`src/nva_pkg.sv`:
```
// Package: shared types for the note voice allocator.
package nva_pkg;

  // Note and velocity widths fixed by the MIDI event format, plus the voice index width
  localparam int unsigned NoteW  = 7;
  localparam int unsigned VelW   = 7;
  localparam int unsigned VoiceW = 3;

  // Controller states
  typedef enum logic {
    ST_IDLE,
    ST_SCAN
  } state_t;

  // Result handed from the controller to the output register
  typedef struct packed {
    logic              vld;
    logic [VoiceW-1:0] voice;
    logic [VelW-1:0]   vel;
    logic [NoteW-1:0]  note;
    logic              sent;
  } res_t;

  // Controller status seen by the top level
  typedef struct packed {
    logic busy;
  } stat_t;

endpackage

```
`src/nva_if.sv`:
```
// Interfaces: note event input channel and voice update output channel.
interface nva_in_if;
  logic                      valid;
  logic                      ready;
  logic [nva_pkg::NoteW-1:0] note_number;
  logic [nva_pkg::VelW-1:0]  note_velocity;

  modport source (output valid, output note_number, output note_velocity, input ready);
  modport sink   (input valid, input note_number, input note_velocity, output ready);
endinterface

interface nva_out_if;
  logic                       valid;
  logic                       ready;
  logic [nva_pkg::VoiceW-1:0] voice_index;
  logic [nva_pkg::VelW-1:0]   out_velocity;
  logic [nva_pkg::NoteW-1:0]  out_note;
  logic                       note_sent;

  modport source (output valid, output voice_index, output out_velocity, output out_note,
                  output note_sent, input ready);
  modport sink   (input valid, input voice_index, input out_velocity, input out_note,
                  input note_sent, output ready);
endinterface

```
`src/nva_ram.sv`:
```
// Generic simple dual-port RAM with registered read.
module nva_ram #(
  parameter int unsigned WIDTH = 8,
  parameter int unsigned DEPTH = 8,
  localparam int unsigned AW = (DEPTH > 1) ? $clog2(DEPTH) : 1
) (
  input  logic             clk,
  input  logic             we,
  input  logic [AW-1:0]    waddr,
  input  logic [WIDTH-1:0] wdata,
  input  logic             re,
  input  logic [AW-1:0]    raddr,
  output logic [WIDTH-1:0] rdata
);

  logic [WIDTH-1:0] mem [DEPTH];

  // Write port
  always_ff @(posedge clk) begin
    if (we) begin
      mem[waddr] <= wdata;
    end
  end

  // Read port, data held when not enabled
  always_ff @(posedge clk) begin
    if (re) begin
      rdata <= mem[raddr];
    end
  end

endmodule

```
`src/nva_ctrl.sv`:
```
// Controller: rotation pointer, sounding flags and note-off scan over the note RAM.
module nva_ctrl #(
  parameter int unsigned NUM_VOICES = 8,
  localparam int unsigned VW = (NUM_VOICES > 1) ? $clog2(NUM_VOICES) : 1,
  localparam int unsigned LW = $clog2(NUM_VOICES + 1)
) (
  input  logic                      clk,
  input  logic                      rst_n,
  input  logic                      in_valid,
  output logic                      in_ready,
  input  logic [nva_pkg::NoteW-1:0] in_note,
  input  logic [nva_pkg::VelW-1:0]  in_vel,
  input  logic                      out_free,
  output nva_pkg::res_t             res,
  output nva_pkg::stat_t            stat,
  // note RAM
  output logic                      ram_we,
  output logic [VW-1:0]             ram_waddr,
  output logic [nva_pkg::NoteW-1:0] ram_wdata,
  output logic                      ram_re,
  output logic [VW-1:0]             ram_raddr,
  input  logic [nva_pkg::NoteW-1:0] ram_rdata
);

  nva_pkg::state_t           state_r, state_nxt;
  logic [VW-1:0]             head_r, head_nxt;
  logic [NUM_VOICES-1:0]     sounding_r, sounding_nxt;
  logic [nva_pkg::NoteW-1:0] note_r, note_nxt;
  logic [VW-1:0]             issue_v_r, issue_v_nxt;
  logic [LW-1:0]             left_r, left_nxt;
  logic [VW-1:0]             chk_v_r, chk_v_nxt;
  logic                      chk_vld_r, chk_vld_nxt;
  logic                      in_fire;
  logic                      hit;

  function automatic logic [VW-1:0] next_voice(input logic [VW-1:0] v);
    return (v == VW'(NUM_VOICES - 1)) ? '0 : v + 1'b1;
  endfunction

  assign in_fire = in_valid && in_ready;

  // Compare the entry last read from the RAM against the note being released
  assign hit = chk_vld_r && sounding_r[chk_v_r] && (ram_rdata == note_r);

  // Next state
  always_comb begin
    state_nxt = state_r;
    case (state_r)
      nva_pkg::ST_IDLE: begin
        if (in_fire && (in_vel == '0)) begin
          state_nxt = nva_pkg::ST_SCAN;
        end
      end
      nva_pkg::ST_SCAN: begin
        if (hit) begin
          if (out_free) begin
            state_nxt = nva_pkg::ST_IDLE;
          end
        end else if (left_r == '0) begin
          state_nxt = nva_pkg::ST_IDLE;
        end
      end
      default: state_nxt = nva_pkg::ST_IDLE;
    endcase
  end

  // Outputs and datapath updates
  always_comb begin
    in_ready     = 1'b0;
    res          = '0;
    ram_we       = 1'b0;
    ram_waddr    = head_r;
    ram_wdata    = in_note;
    ram_re       = 1'b0;
    ram_raddr    = issue_v_r;
    head_nxt     = head_r;
    sounding_nxt = sounding_r;
    note_nxt     = note_r;
    issue_v_nxt  = issue_v_r;
    left_nxt     = left_r;
    chk_v_nxt    = chk_v_r;
    chk_vld_nxt  = chk_vld_r;
    case (state_r)
      nva_pkg::ST_IDLE: begin
        in_ready = out_free;
        if (in_fire) begin
          if (in_vel != '0) begin
            // note-on: take the voice under the pointer
            ram_we               = 1'b1;
            sounding_nxt[head_r] = 1'b1;
            head_nxt             = next_voice(head_r);
            res.vld              = 1'b1;
            res.voice            = nva_pkg::VoiceW'(head_r);
            res.vel              = in_vel;
            res.note             = in_note;
            res.sent             = 1'b1;
          end else begin
            // note-off: arm the scan from the pointer
            note_nxt    = in_note;
            issue_v_nxt = head_r;
            left_nxt    = LW'(NUM_VOICES);
            chk_vld_nxt = 1'b0;
          end
        end
      end
      nva_pkg::ST_SCAN: begin
        if (hit) begin
          // hold read data until the output slot frees
          if (out_free) begin
            sounding_nxt[chk_v_r] = 1'b0;
            res.vld               = 1'b1;
            res.voice             = nva_pkg::VoiceW'(chk_v_r);
          end
        end else if (left_r != '0) begin
          ram_re      = 1'b1;
          chk_v_nxt   = issue_v_r;
          chk_vld_nxt = 1'b1;
          issue_v_nxt = next_voice(issue_v_r);
          left_nxt    = left_r - 1'b1;
        end else begin
          chk_vld_nxt = 1'b0;
        end
      end
      default: ;
    endcase
  end

  assign stat.busy = (state_r == nva_pkg::ST_SCAN);

  // Control registers
  always_ff @(posedge clk) begin
    if (!rst_n) begin
      state_r    <= nva_pkg::ST_IDLE;
      head_r     <= '0;
      sounding_r <= '0;
      chk_vld_r  <= 1'b0;
      left_r     <= '0;
    end else begin
      state_r    <= state_nxt;
      head_r     <= head_nxt;
      sounding_r <= sounding_nxt;
      chk_vld_r  <= chk_vld_nxt;
      left_r     <= left_nxt;
    end
  end

  // Scan payload registers
  always_ff @(posedge clk) begin
    note_r    <= note_nxt;
    issue_v_r <= issue_v_nxt;
    chk_v_r   <= chk_v_nxt;
  end

endmodule

```
`src/note_voice_allocator.sv`:
```
// Top level: round-robin note voice allocator with output register.
// Each request is one note event. A note-on (nonzero velocity) is accepted
// and its voice update appears in the output register on the next cycle;
// it claims the voice under the rotation pointer, stealing it if it sounds. A
// note-off scans the per-voice note RAM from the pointer, one voice read per
// cycle through the RAM's single read port until a match is found, and holds
// off new requests until a match is found or every voice has been read, and
// while a match waits for a full output register to drain; a note-off that
// matches no sounding voice gives no result. A new request is taken once the
// block is idle and the output register is empty or being drained. The
// sounding flags are cleared by reset at once, so no clearing pass is needed.
module note_voice_allocator #(
  parameter int unsigned NUM_VOICES = 8
) (
  input  logic         clk,
  input  logic         rst_n,
  nva_in_if.sink       in_ch,
  nva_out_if.source    out_ch
);

  localparam int unsigned VW = (NUM_VOICES > 1) ? $clog2(NUM_VOICES) : 1;

  nva_pkg::res_t             res;
  nva_pkg::stat_t            stat;
  logic                      out_free;
  logic                      ram_we;
  logic [VW-1:0]             ram_waddr;
  logic [nva_pkg::NoteW-1:0] ram_wdata;
  logic                      ram_re;
  logic [VW-1:0]             ram_raddr;
  logic [nva_pkg::NoteW-1:0] ram_rdata;

  logic                       out_valid_r;
  logic [nva_pkg::VoiceW-1:0] voice_r;
  logic [nva_pkg::VelW-1:0]   vel_r;
  logic [nva_pkg::NoteW-1:0]  note_r;
  logic                       sent_r;

  assign out_free = !out_valid_r || out_ch.ready;

  // Per-voice note store
  nva_ram #(
    .WIDTH (nva_pkg::NoteW),
    .DEPTH (NUM_VOICES)
  ) u_note_ram (
    .clk   (clk),
    .we    (ram_we),
    .waddr (ram_waddr),
    .wdata (ram_wdata),
    .re    (ram_re),
    .raddr (ram_raddr),
    .rdata (ram_rdata)
  );

  nva_ctrl #(
    .NUM_VOICES (NUM_VOICES)
  ) u_ctrl (
    .clk       (clk),
    .rst_n     (rst_n),
    .in_valid  (in_ch.valid),
    .in_ready  (in_ch.ready),
    .in_note   (in_ch.note_number),
    .in_vel    (in_ch.note_velocity),
    .out_free  (out_free),
    .res       (res),
    .stat      (stat),
    .ram_we    (ram_we),
    .ram_waddr (ram_waddr),
    .ram_wdata (ram_wdata),
    .ram_re    (ram_re),
    .ram_raddr (ram_raddr),
    .ram_rdata (ram_rdata)
  );

  // Output register valid
  always_ff @(posedge clk) begin
    if (!rst_n) begin
      out_valid_r <= 1'b0;
    end else if (res.vld) begin
      out_valid_r <= 1'b1;
    end else if (out_ch.ready) begin
      out_valid_r <= 1'b0;
    end
  end

  // Output register payload
  always_ff @(posedge clk) begin
    if (res.vld) begin
      voice_r <= res.voice;
      vel_r   <= res.vel;
      note_r  <= res.note;
      sent_r  <= res.sent;
    end
  end

  assign out_ch.valid        = out_valid_r;
  assign out_ch.voice_index  = voice_r;
  assign out_ch.out_velocity = vel_r;
  assign out_ch.out_note     = note_r;
  assign out_ch.note_sent    = sent_r;

  // A note-on shows up in the output register on the next cycle
  a_note_on_out: assert property (@(posedge clk) disable iff (!rst_n)
    (in_ch.valid && in_ch.ready && (in_ch.note_velocity != '0)) |=>
      (out_ch.valid && out_ch.note_sent &&
       (out_ch.out_velocity == $past(in_ch.note_velocity))))
    else $error("note-on result missing");

  // No request is taken while a note-off scan runs
  a_busy_no_accept: assert property (@(posedge clk) disable iff (!rst_n)
    stat.busy |-> !in_ch.ready)
    else $error("request accepted during scan");

  // A note-off update carries no note and zero velocity
  a_note_off_fields: assert property (@(posedge clk) disable iff (!rst_n)
    (out_ch.valid && !out_ch.note_sent) |->
      ((out_ch.out_velocity == '0) && (out_ch.out_note == '0)))
    else $error("note-off result carries note data");

endmodule

```
`src/flat_wrapper.sv`:
```
// flat-port wrapper written by rule: the top's interface ports become plain ports
module note_voice_allocator_flat 
#(
  parameter int unsigned NUM_VOICES = 8
)
  (clk, rst_n, in_ch_valid, in_ch_note_number, in_ch_note_velocity, in_ch_ready, out_ch_valid, out_ch_voice_index, out_ch_out_velocity, out_ch_out_note, out_ch_note_sent, out_ch_ready);
  nva_in_if in_ch_i ();
  nva_out_if out_ch_i ();
  input  logic clk;
  input  logic rst_n;
  input wire logic [$bits(in_ch_i.valid)-1:0] in_ch_valid;
  input wire logic [$bits(in_ch_i.note_number)-1:0] in_ch_note_number;
  input wire logic [$bits(in_ch_i.note_velocity)-1:0] in_ch_note_velocity;
  output wire logic [$bits(in_ch_i.ready)-1:0] in_ch_ready;
  output wire logic [$bits(out_ch_i.valid)-1:0] out_ch_valid;
  output wire logic [$bits(out_ch_i.voice_index)-1:0] out_ch_voice_index;
  output wire logic [$bits(out_ch_i.out_velocity)-1:0] out_ch_out_velocity;
  output wire logic [$bits(out_ch_i.out_note)-1:0] out_ch_out_note;
  output wire logic [$bits(out_ch_i.note_sent)-1:0] out_ch_note_sent;
  input wire logic [$bits(out_ch_i.ready)-1:0] out_ch_ready;
  assign in_ch_i.valid = in_ch_valid;
  assign in_ch_i.note_number = in_ch_note_number;
  assign in_ch_i.note_velocity = in_ch_note_velocity;
  assign in_ch_ready = in_ch_i.ready;
  assign out_ch_valid = out_ch_i.valid;
  assign out_ch_voice_index = out_ch_i.voice_index;
  assign out_ch_out_velocity = out_ch_i.out_velocity;
  assign out_ch_out_note = out_ch_i.out_note;
  assign out_ch_note_sent = out_ch_i.note_sent;
  assign out_ch_i.ready = out_ch_ready;
  note_voice_allocator #(.NUM_VOICES(NUM_VOICES)) u_core (.clk(clk), .rst_n(rst_n), .in_ch(in_ch_i), .out_ch(out_ch_i));
endmodule
```
`config.mk`:
```
export PLATFORM = sky130hd
export DESIGN_NAME = note_voice_allocator_flat
export DESIGN_NICKNAME = d
export VERILOG_FILES = /design/src/nva_pkg.sv /design/src/nva_if.sv /design/src/nva_ram.sv /design/src/nva_ctrl.sv /design/src/note_voice_allocator.sv /design/src/flat_wrapper.sv
export SDC_FILE = /design/constraint.sdc
export NUM_CORES = 1
export LEC_CHECK = 0
export ABC_AREA = 1
export BUFFER_PORTS_ARGS = -buffer_cell sky130_fd_sc_hd__buf_2
export CAP_MARGIN = 10
export CORE_UTILIZATION = 60
export CTS_CLUSTER_DIAMETER = 30
export DETAILED_ROUTE_END_ITERATION = 10
export GPL_TIMING_DRIVEN = 0
export MAX_ROUTING_LAYER = met4
export PLACE_DENSITY = 0.88
export RECOVER_POWER = 25
export SYNTH_ARGS = -nofsm -noshare
export SYNTH_HDL_FRONTEND = slang
export SYNTH_HIERARCHICAL = 1
export SYNTH_SLANG_ARGS = --single-unit
```
`constraint.sdc`:
```
create_clock -name clk -period 2.21 [get_ports clk]
set_input_delay 0.442 -clock clk [delete_from_list [all_inputs] [get_ports clk]]
set_output_delay 0.442 -clock clk [all_outputs]
set_load 0.005 [all_outputs]
```
### Word level (Yosys, flattened, before mapping)

Memory sizes are Yosys's and may differ from the RTL's. A register that Yosys moved wholly into a read port is not among the register bits.
Cells that the tools add are included.

| storage, ports and cells | value |
|---|---|
| register bits | 49 |
| input bits | 18 |
| logic and storage cells | 107 |
| output and inout port bits | 20 |
| memories kept | 1 |
| RAM bits | 56 |

Memories:

| name | depth | width | rd ports | clocked after memory_dff | wr ports | line | RTL |
|---|---|---|---|---|---|---|---|
| u_core.u_note_ram.mem | 8 | 7 | 1 | 1 | 1 | nva_ram.sv:16 | `logic [WIDTH-1:0] mem [DEPTH];` |

| operators by class | value |
|---|---|
| bitwise operators | 7 |
| order comparisons | 4 |
| equal/unequal tests | 10 |
| reductions and logical operators | 21 |
| mux-type cells | 48 |
| $add $sub $neg | 3 |

Operators by type and width:

| kind | count |
|---|---|
| $mux W19 | 2 |
| $mux W8 | 4 |
| $mux W4 | 6 |
| $mux W1 | 21 |
| $mux W3 | 6 |
| $pmux W4 S2 | 2 |
| $pmux W8 S2 | 1 |
| $reduce_and A3 Y1 | 4 |
| $ne A2 B2 Y1 const B | 5 |
| $and A8 B8 Y8 | 1 |
| $lt A3 B4 Y1 const B | 2 |
| $not A8 Y8 | 1 |
| $or A8 B8 Y8 | 1 |
| $reduce_and A4 Y1 | 2 |
| $eq A7 B7 Y1 | 1 |
| $logic_not A7 Y1 | 1 |
| $reduce_bool A7 Y1 | 1 |
| $add A3 B1 Y3 const B | 2 |
| $demux W1 S3 | 2 |
| $eq A3 B3 Y1 const B | 2 |
| $ge A3 B1 Y1 const B | 2 |
| $logic_and A1 B1 Y1 | 6 |
| $pmux W3 S2 | 1 |
| $logic_not A4 Y1 | 1 |
| other kinds (11) | 16 |

### Longest topological paths before layout

| depth | value |
|---|---|
| depth in word-level cells | 9 |
| depth in mapped cells | 13 |
| gate-level depth less buffers | 12 |

### Hierarchy

The synthesis kept the hierarchy.

Modules (own cells, without submodules):

| module | cells an instance | instances | sequential area each (µm²) | area each (µm²) |
|---|---|---|---|---|
| nva_ram | 266 | 1 | 1891.8 | 2788.9 |
| nva_ctrl | 269 | 1 | 730.7 | 1958.1 |
| note_voice_allocator | 24 | 1 | 560.5 | 586.8 |

### Worst setup path before layout

No wires, ideal clock.

| timing | value |
|---|---|
| path type | input to register |
| from | input out_ch_ready |
| to | memory u_core/u_note_ram/mem[1][0] (netlist name) (enable) |
| library setup time | 360 ps |
| path buffers | 0 |
| required time | 1850 ps |
| stages on the path | 8 |
| arrival | 1547 ps |
| slack | 303 ps |
| path through | inv_1 -> nand2_2 -> inv_1 -> nor2_4 -> nand2_4 -> nor2_4 -> nand2_1 -> nor2_1 |

| between the ends | value |
|---|---|
| cells in the longest elaborated chain, start to end | 7 |

RTL lines:

| what | line | RTL |
|---|---|---|
| start: declaration | flat_wrapper.sv:20 | `input wire logic [$bits(out_ch_i.ready)-1:0] out_ch_ready;` |
| $logic_or A1 B1 Y1 | note_voice_allocator.sv:39 | `assign out_free = !out_valid_r \|\| out_ch.ready;` |
| net u_core.out_free | note_voice_allocator.sv:25 | `logic out_free;` |
| $mux W1 | nva_ctrl.sv:83 | `case (state_r)` |
| net in_ch_ready | flat_wrapper.sv:14 | `output wire logic [$bits(in_ch_i.ready)-1:0] in_ch_ready;` |
| $logic_and A1 B1 Y1 | nva_ctrl.sv:40 | `assign in_fire = in_valid && in_ready;` |
| $mux W1 | nva_ctrl.sv:86 | `if (in_fire) begin` |
| $mux W1 | nva_ctrl.sv:83 |  |
| net u_core.ram_we | note_voice_allocator.sv:26 | `logic ram_we;` |
| $mux W1 | nva_ram.sv:20 | `if (we) begin` |
| $mux W1 (implied by the code) | nva_ram.sv:21 | `mem[waddr] <= wdata;` |
| end: declaration | nva_ram.sv:16 |  |

The timed path passes the listed nets, and every way through them passes these cells.

### Worst setup path in the final report

| timing | value |
|---|---|
| from | register u_core.out_valid_r (netlist: u_core/out_ch.valid) |
| to | memory u_core/u_note_ram/mem[1][0] (netlist name) (enable) |

| between the ends | value |
|---|---|
| cells in the longest elaborated chain, start to end | 8 |

RTL lines:

| what | line | RTL |
|---|---|---|
| start: declaration | note_voice_allocator.sv:33 | `logic out_valid_r;` |
| start signal: assignment | note_voice_allocator.sv:78 | `out_valid_r <= 1'b0;` |
| start signal: assignment | note_voice_allocator.sv:80 | `out_valid_r <= 1'b1;` |
| start signal: assignment | note_voice_allocator.sv:82 | `out_valid_r <= 1'b0;` |
| $logic_not A1 Y1 | note_voice_allocator.sv:39 |  |
| $logic_or A1 B1 Y1 | note_voice_allocator.sv:39 |  |
| net u_core.out_free | note_voice_allocator.sv:25 |  |
| $mux W1 | nva_ctrl.sv:83 |  |
| $logic_and A1 B1 Y1 | nva_ctrl.sv:40 |  |
| $mux W1 | nva_ctrl.sv:86 |  |
| $mux W1 | nva_ctrl.sv:83 |  |
| net u_core.ram_we | note_voice_allocator.sv:26 |  |
| $mux W1 | nva_ram.sv:20 |  |
| $mux W1 (implied by the code) | nva_ram.sv:21 |  |

The timed path passes the listed nets, and every way through them passes these cells.

==> metrics.md <==
| Metric | Value |
|---|---|
| Worst Skew | 19.8 ps |
| Slew Limit Fails | 0 |
| Psw | 924 uW |
| Seq/Total Area, Yosys | 0.597 |
| Post-CTS setup repair buffer count | 0 |
| Avg WL per Cell | 14.8 um |
| Static Leak | 0.00269 uW |
| Syn Area/Cell | 9.54 sq um |
| Final nets | 631 |
| Total GRT Usage | 0.251 |
| Sink Count | 112 |
| Pwr per Cell Area | 652 mW/mm^2 |
| Min-delay src | rst_n |
| Initial antenna violation count | 0 |
| Via count | 3,785 |
| Distinct cells, synth | 33 |
| Crit path from | u_core/out_ch.valid$_SDFFE_PN0P_ |
| Final worst slack | -10.5 ps |
| Critical Path End | u_core/u_note_ram/mem[1][0]$_DFFE_PP_ |
| Worst R2R Start | u_core/out_ch.valid$_SDFFE_PN0P_ |
| Final Hold Vio Count | 0 |
| Most used cell, CP | nor2_4 |
| Mapped Nets | 583 |
| Final instance area | 0.00583 sq mm |
| Total CTS buffers | 9 |
| Starting Density | 0.615 |
| Endpoints failing setup | 7 |
| Placed cell area | 0.00565 sq mm |
| Max H-tree Level | 3 |
| WL final | 10.7 mm |
| Buf+Inv Stages, Crit Path | 1 |
| Peak VDD IR | 0.340 mV |
| Clk pwr share | 0.309 |
| Vias in the first global route | 3,716 |
| DRC viols | 0 |
| Area of the multi-input gates | 0.00150 sq mm |
| Port bufs | 37 |
| Ant. Diodes | 0 |
| Slew Limit Headroom | 0.517 |
| Cell Int Power | 2880 uW |
| Data arrival time of the worst path | 2230 ps |
| Reg2reg setup slack | -10 ps |
| Critical path class | reg2reg |
| Clk slew on worst S/H paths | 110 ps |
| FF+latch area | 0.00318 sq mm |
| Family with the most delay on the worst path | simple AND/OR/NAND/NOR gates |
| Layout cells sized above 1 | 0.162 |
| Status | finished, violations left |
| Hpwl dp | 7.24 mm |
| Max Freq | 450 MHz |
| Largest net degree at the start of global routing | 28 |
| Die area | 0.00927 sq mm |
| Placer Congestion | 0.878 |
| Cts hold-fix bufs | 0 |
| Critical path peak fanout | 11 |
| Net Sw Frac | 0.243 |
| Ports | 38 |
| RSZ-0062 raised after global routing | true |
| CP max-delay cell | nor2_1 |
| WHS | 293 ps |
| Max Buffers Root-to-Sink | 2 |
| Die W | 96.3 um |
| GR Overflow Total | 0 |
| Critical path depth | 7 |
| Slew @ Worst Pin | 722 ps |
| Cells along the critical path | nand2_2 > inv_1 > nor2_4 > nand2_4 > nor2_4 > nand2_1 > nor2_1 |
| Critical Path RT | 2220 ps |
| Vias per Instance | 5.26 |
| Sequential share of power | 0.626 |
| Cts repair resizes | 0 |
| Maxcap violations | 0 |
| Failing checks | setup timing |
| First-pass iteration count of the detailed router | 4 |
| Worst stage delay on the critical path | 610 ps |
| Yosys reg bits | 112 |
| First-pass GRT wire length | 16.5 mm |
| FP Rows | 34 |
| CTS root buf | clkbuf_8 |
| Final period utilization | 1.00 |
| Worst r2r dst | u_core/u_note_ram/mem[1][0]$_DFFE_PP_ |
| DR iter-0 viols | 262 |
| Critical Path End Type | register |
| Fillers | 624 |
| CTS tree | built |
| Final ANT Viol Nets | 0 |
| Reg2Reg Depth | 7 |
| Hold crit path type | in2reg |
| Warnings, synthesis | 6 |
| Post-Syn Instances | 559 |
| Area delta synth->final | 9.29% |
| Post-Syn Area | 0.00533 sq mm |
| Clock Latency Late Sink | 380 ps |
| CP startpoint kind | register |
| Core Area | 0.00868 sq mm |
| Height of the die | 96.3 um |
| Final min period | 2220 ps |
| Comb pwr share | 0.065 |
-- routing by layer --
layer  vias to the layer above  wire length, um  GRT usage  share of wire
li1                       1843                -          -              -
met1                      1774             4250      0.282           0.40
met2                       137             5490      0.423           0.52
met3                        31              572     0.0458          0.054
met4                         0              341      0.143          0.032
met5                         -                0          -              0
-- state kept, by name, indices dropped and copies added, names as in the netlist --
signal / flops
u_core/u_ctrl/ram_raddr: 3
u_core/out_ch.out_note: 7
u_core/out_ch.valid: 1
u_core/out_ch.out_velocity: 7
u_core/out_ch.note_sent: 1
u_core/u_note_ram/mem: 56
u_core/u_ctrl/ram_waddr: 3
u_core/u_ctrl/chk_vld_r: 1
u_core/u_ctrl/left_r: 4
u_core/u_ctrl/sounding_r: 8
u_core/u_ctrl/note_r: 7
u_core/u_ctrl/chk_v_r: 3
u_core/out_ch.voice_index: 3
u_core/u_ctrl/stat: 1
u_core/u_note_ram/rdata: 7
-- placed cells by master, fill, tap and decap left out, types with 5 or more instances in the layout --
master    Yosys  layout
nand2_1     161     161
nor4_1        6       6
clkbuf_8      0       9
inv_1       108     108
nor2_1       42      38
nand3_1      37      37
buf_2         0      30
dfxtp_1      18      18
buf_4        11       5
edfxtp_1     94      94
ha_1          6       6
a21oi_1      11      11
buf_6         7       7
clkbuf_1      0      13
nand2_4       5       5
nand2_2       5       5
inv_2         9       9
o21ai_0      10      10
-- worst min-delay path by stage --
stage	end	slack (ps)	cells past startpoint
2_1_floorplan	u_core/u_ctrl/left_r[0]$_SDFFE_PN0P_	430	1
3_3_place_gp	u_core/u_ctrl/left_r[0]$_SDFFE_PN0P_	440	1
3_5_place_dp	u_core/u_ctrl/left_r[0]$_SDFFE_PN0P_	450	1
4_1_cts	u_core/u_ctrl/note_r[4]$_DFFE_PP_	260	1
5_1_grt	u_core/out_ch.valid$_SDFFE_PN0P_	300	3
6_report	u_core/out_ch.valid$_SDFFE_PN0P_	290	3
-- final cells by class --
cell class | instances | area share
Buffer | 21 | 0.0333
Clock buffer | 9 | 0.0212
Clock inverter | 7 | 0.0124
Inverter | 118 | 0.0768
Multi-Input combinational cell | 308 | 0.257
Sequential cell | 112 | 0.546
Tap cell | 108 | 0.0232
Timing Repair Buffer | 37 | 0.0303
-- logic make-up (layout without fill, tap and decap cells) --
family | after synthesis | count (layout) | share of synthesized area
fa+ha+maj | 6 | 6 | 0.0141
flops | 112 | 112 | 0.597
buf+inv | 139 | 192 | 0.125
simple gates | 268 | 268 | 0.225
compound gates | 33 | 33 | 0.0382
xor+xnor | 1 | 1 | 0.00164
-- power by group through the flow --
stage | Sequential (uW) | Clock [uW] | Combinational (uW)
CTS | 2380 | 1190 | 248
global placement | 2420 | 0 | 235
global route | 2390 | 1260 | 276
detailed placement | 2430 | 0 | 245
floorplan | 2420 | 0 | 150
finish | 2380 | 1180 | 247
-- metrics by stage --
| step | total power [uW] | std cells | utilization | setup TNS (ps) | worst slack (ps) |
|---|---|---|---|---|---|
| finish | 3800 | 720 | 0.672 | -50.0 | -10.5 |
| detailed placement | 2670 | 704 | 0.652 | -7490 | -187 |
| global route | 3920 | 720 | 0.672 | -1670 | -104 |
| CTS | 3820 | 720 | 0.674 | 0 | 31.9 |
| floorplan | 2570 | 559 | - | 0 | 303 |
| global placement | 2660 | 704 | 0.652 | -5590 | -165 |
-- worst min-delay path, cell delays in order --
cell	delay, ps
buf_2	110
inv_1	60
a21oi_2	30
-- synthesized netlist by cell type, drive strengths merged --
| library cell | instances | share of area |
|---|---|---|
| a22oi | 1 | 0.0014 |
| nand3 | 40 | 0.040 |
| nand4 | 1 | 0.0012 |
| o21ai | 13 | 0.014 |
| o31ai | 1 | 0.0014 |
| dfxtp | 18 | 0.068 |
| nand2 | 172 | 0.13 |
| o211a | 1 | 0.0019 |
| nor2 | 45 | 0.036 |
| inv | 118 | 0.084 |
| buf | 21 | 0.041 |
| ha | 6 | 0.014 |
| o22ai | 2 | 0.0023 |
| a21oi | 15 | 0.017 |
| edfxtp | 94 | 0.53 |
| nor3 | 2 | 0.0019 |
| xor2 | 1 | 0.0016 |
| or2 | 1 | 0.0012 |
| nand3b | 1 | 0.0038 |
| nor4 | 6 | 0.0070 |
Power figures use the tool's default switching activity.
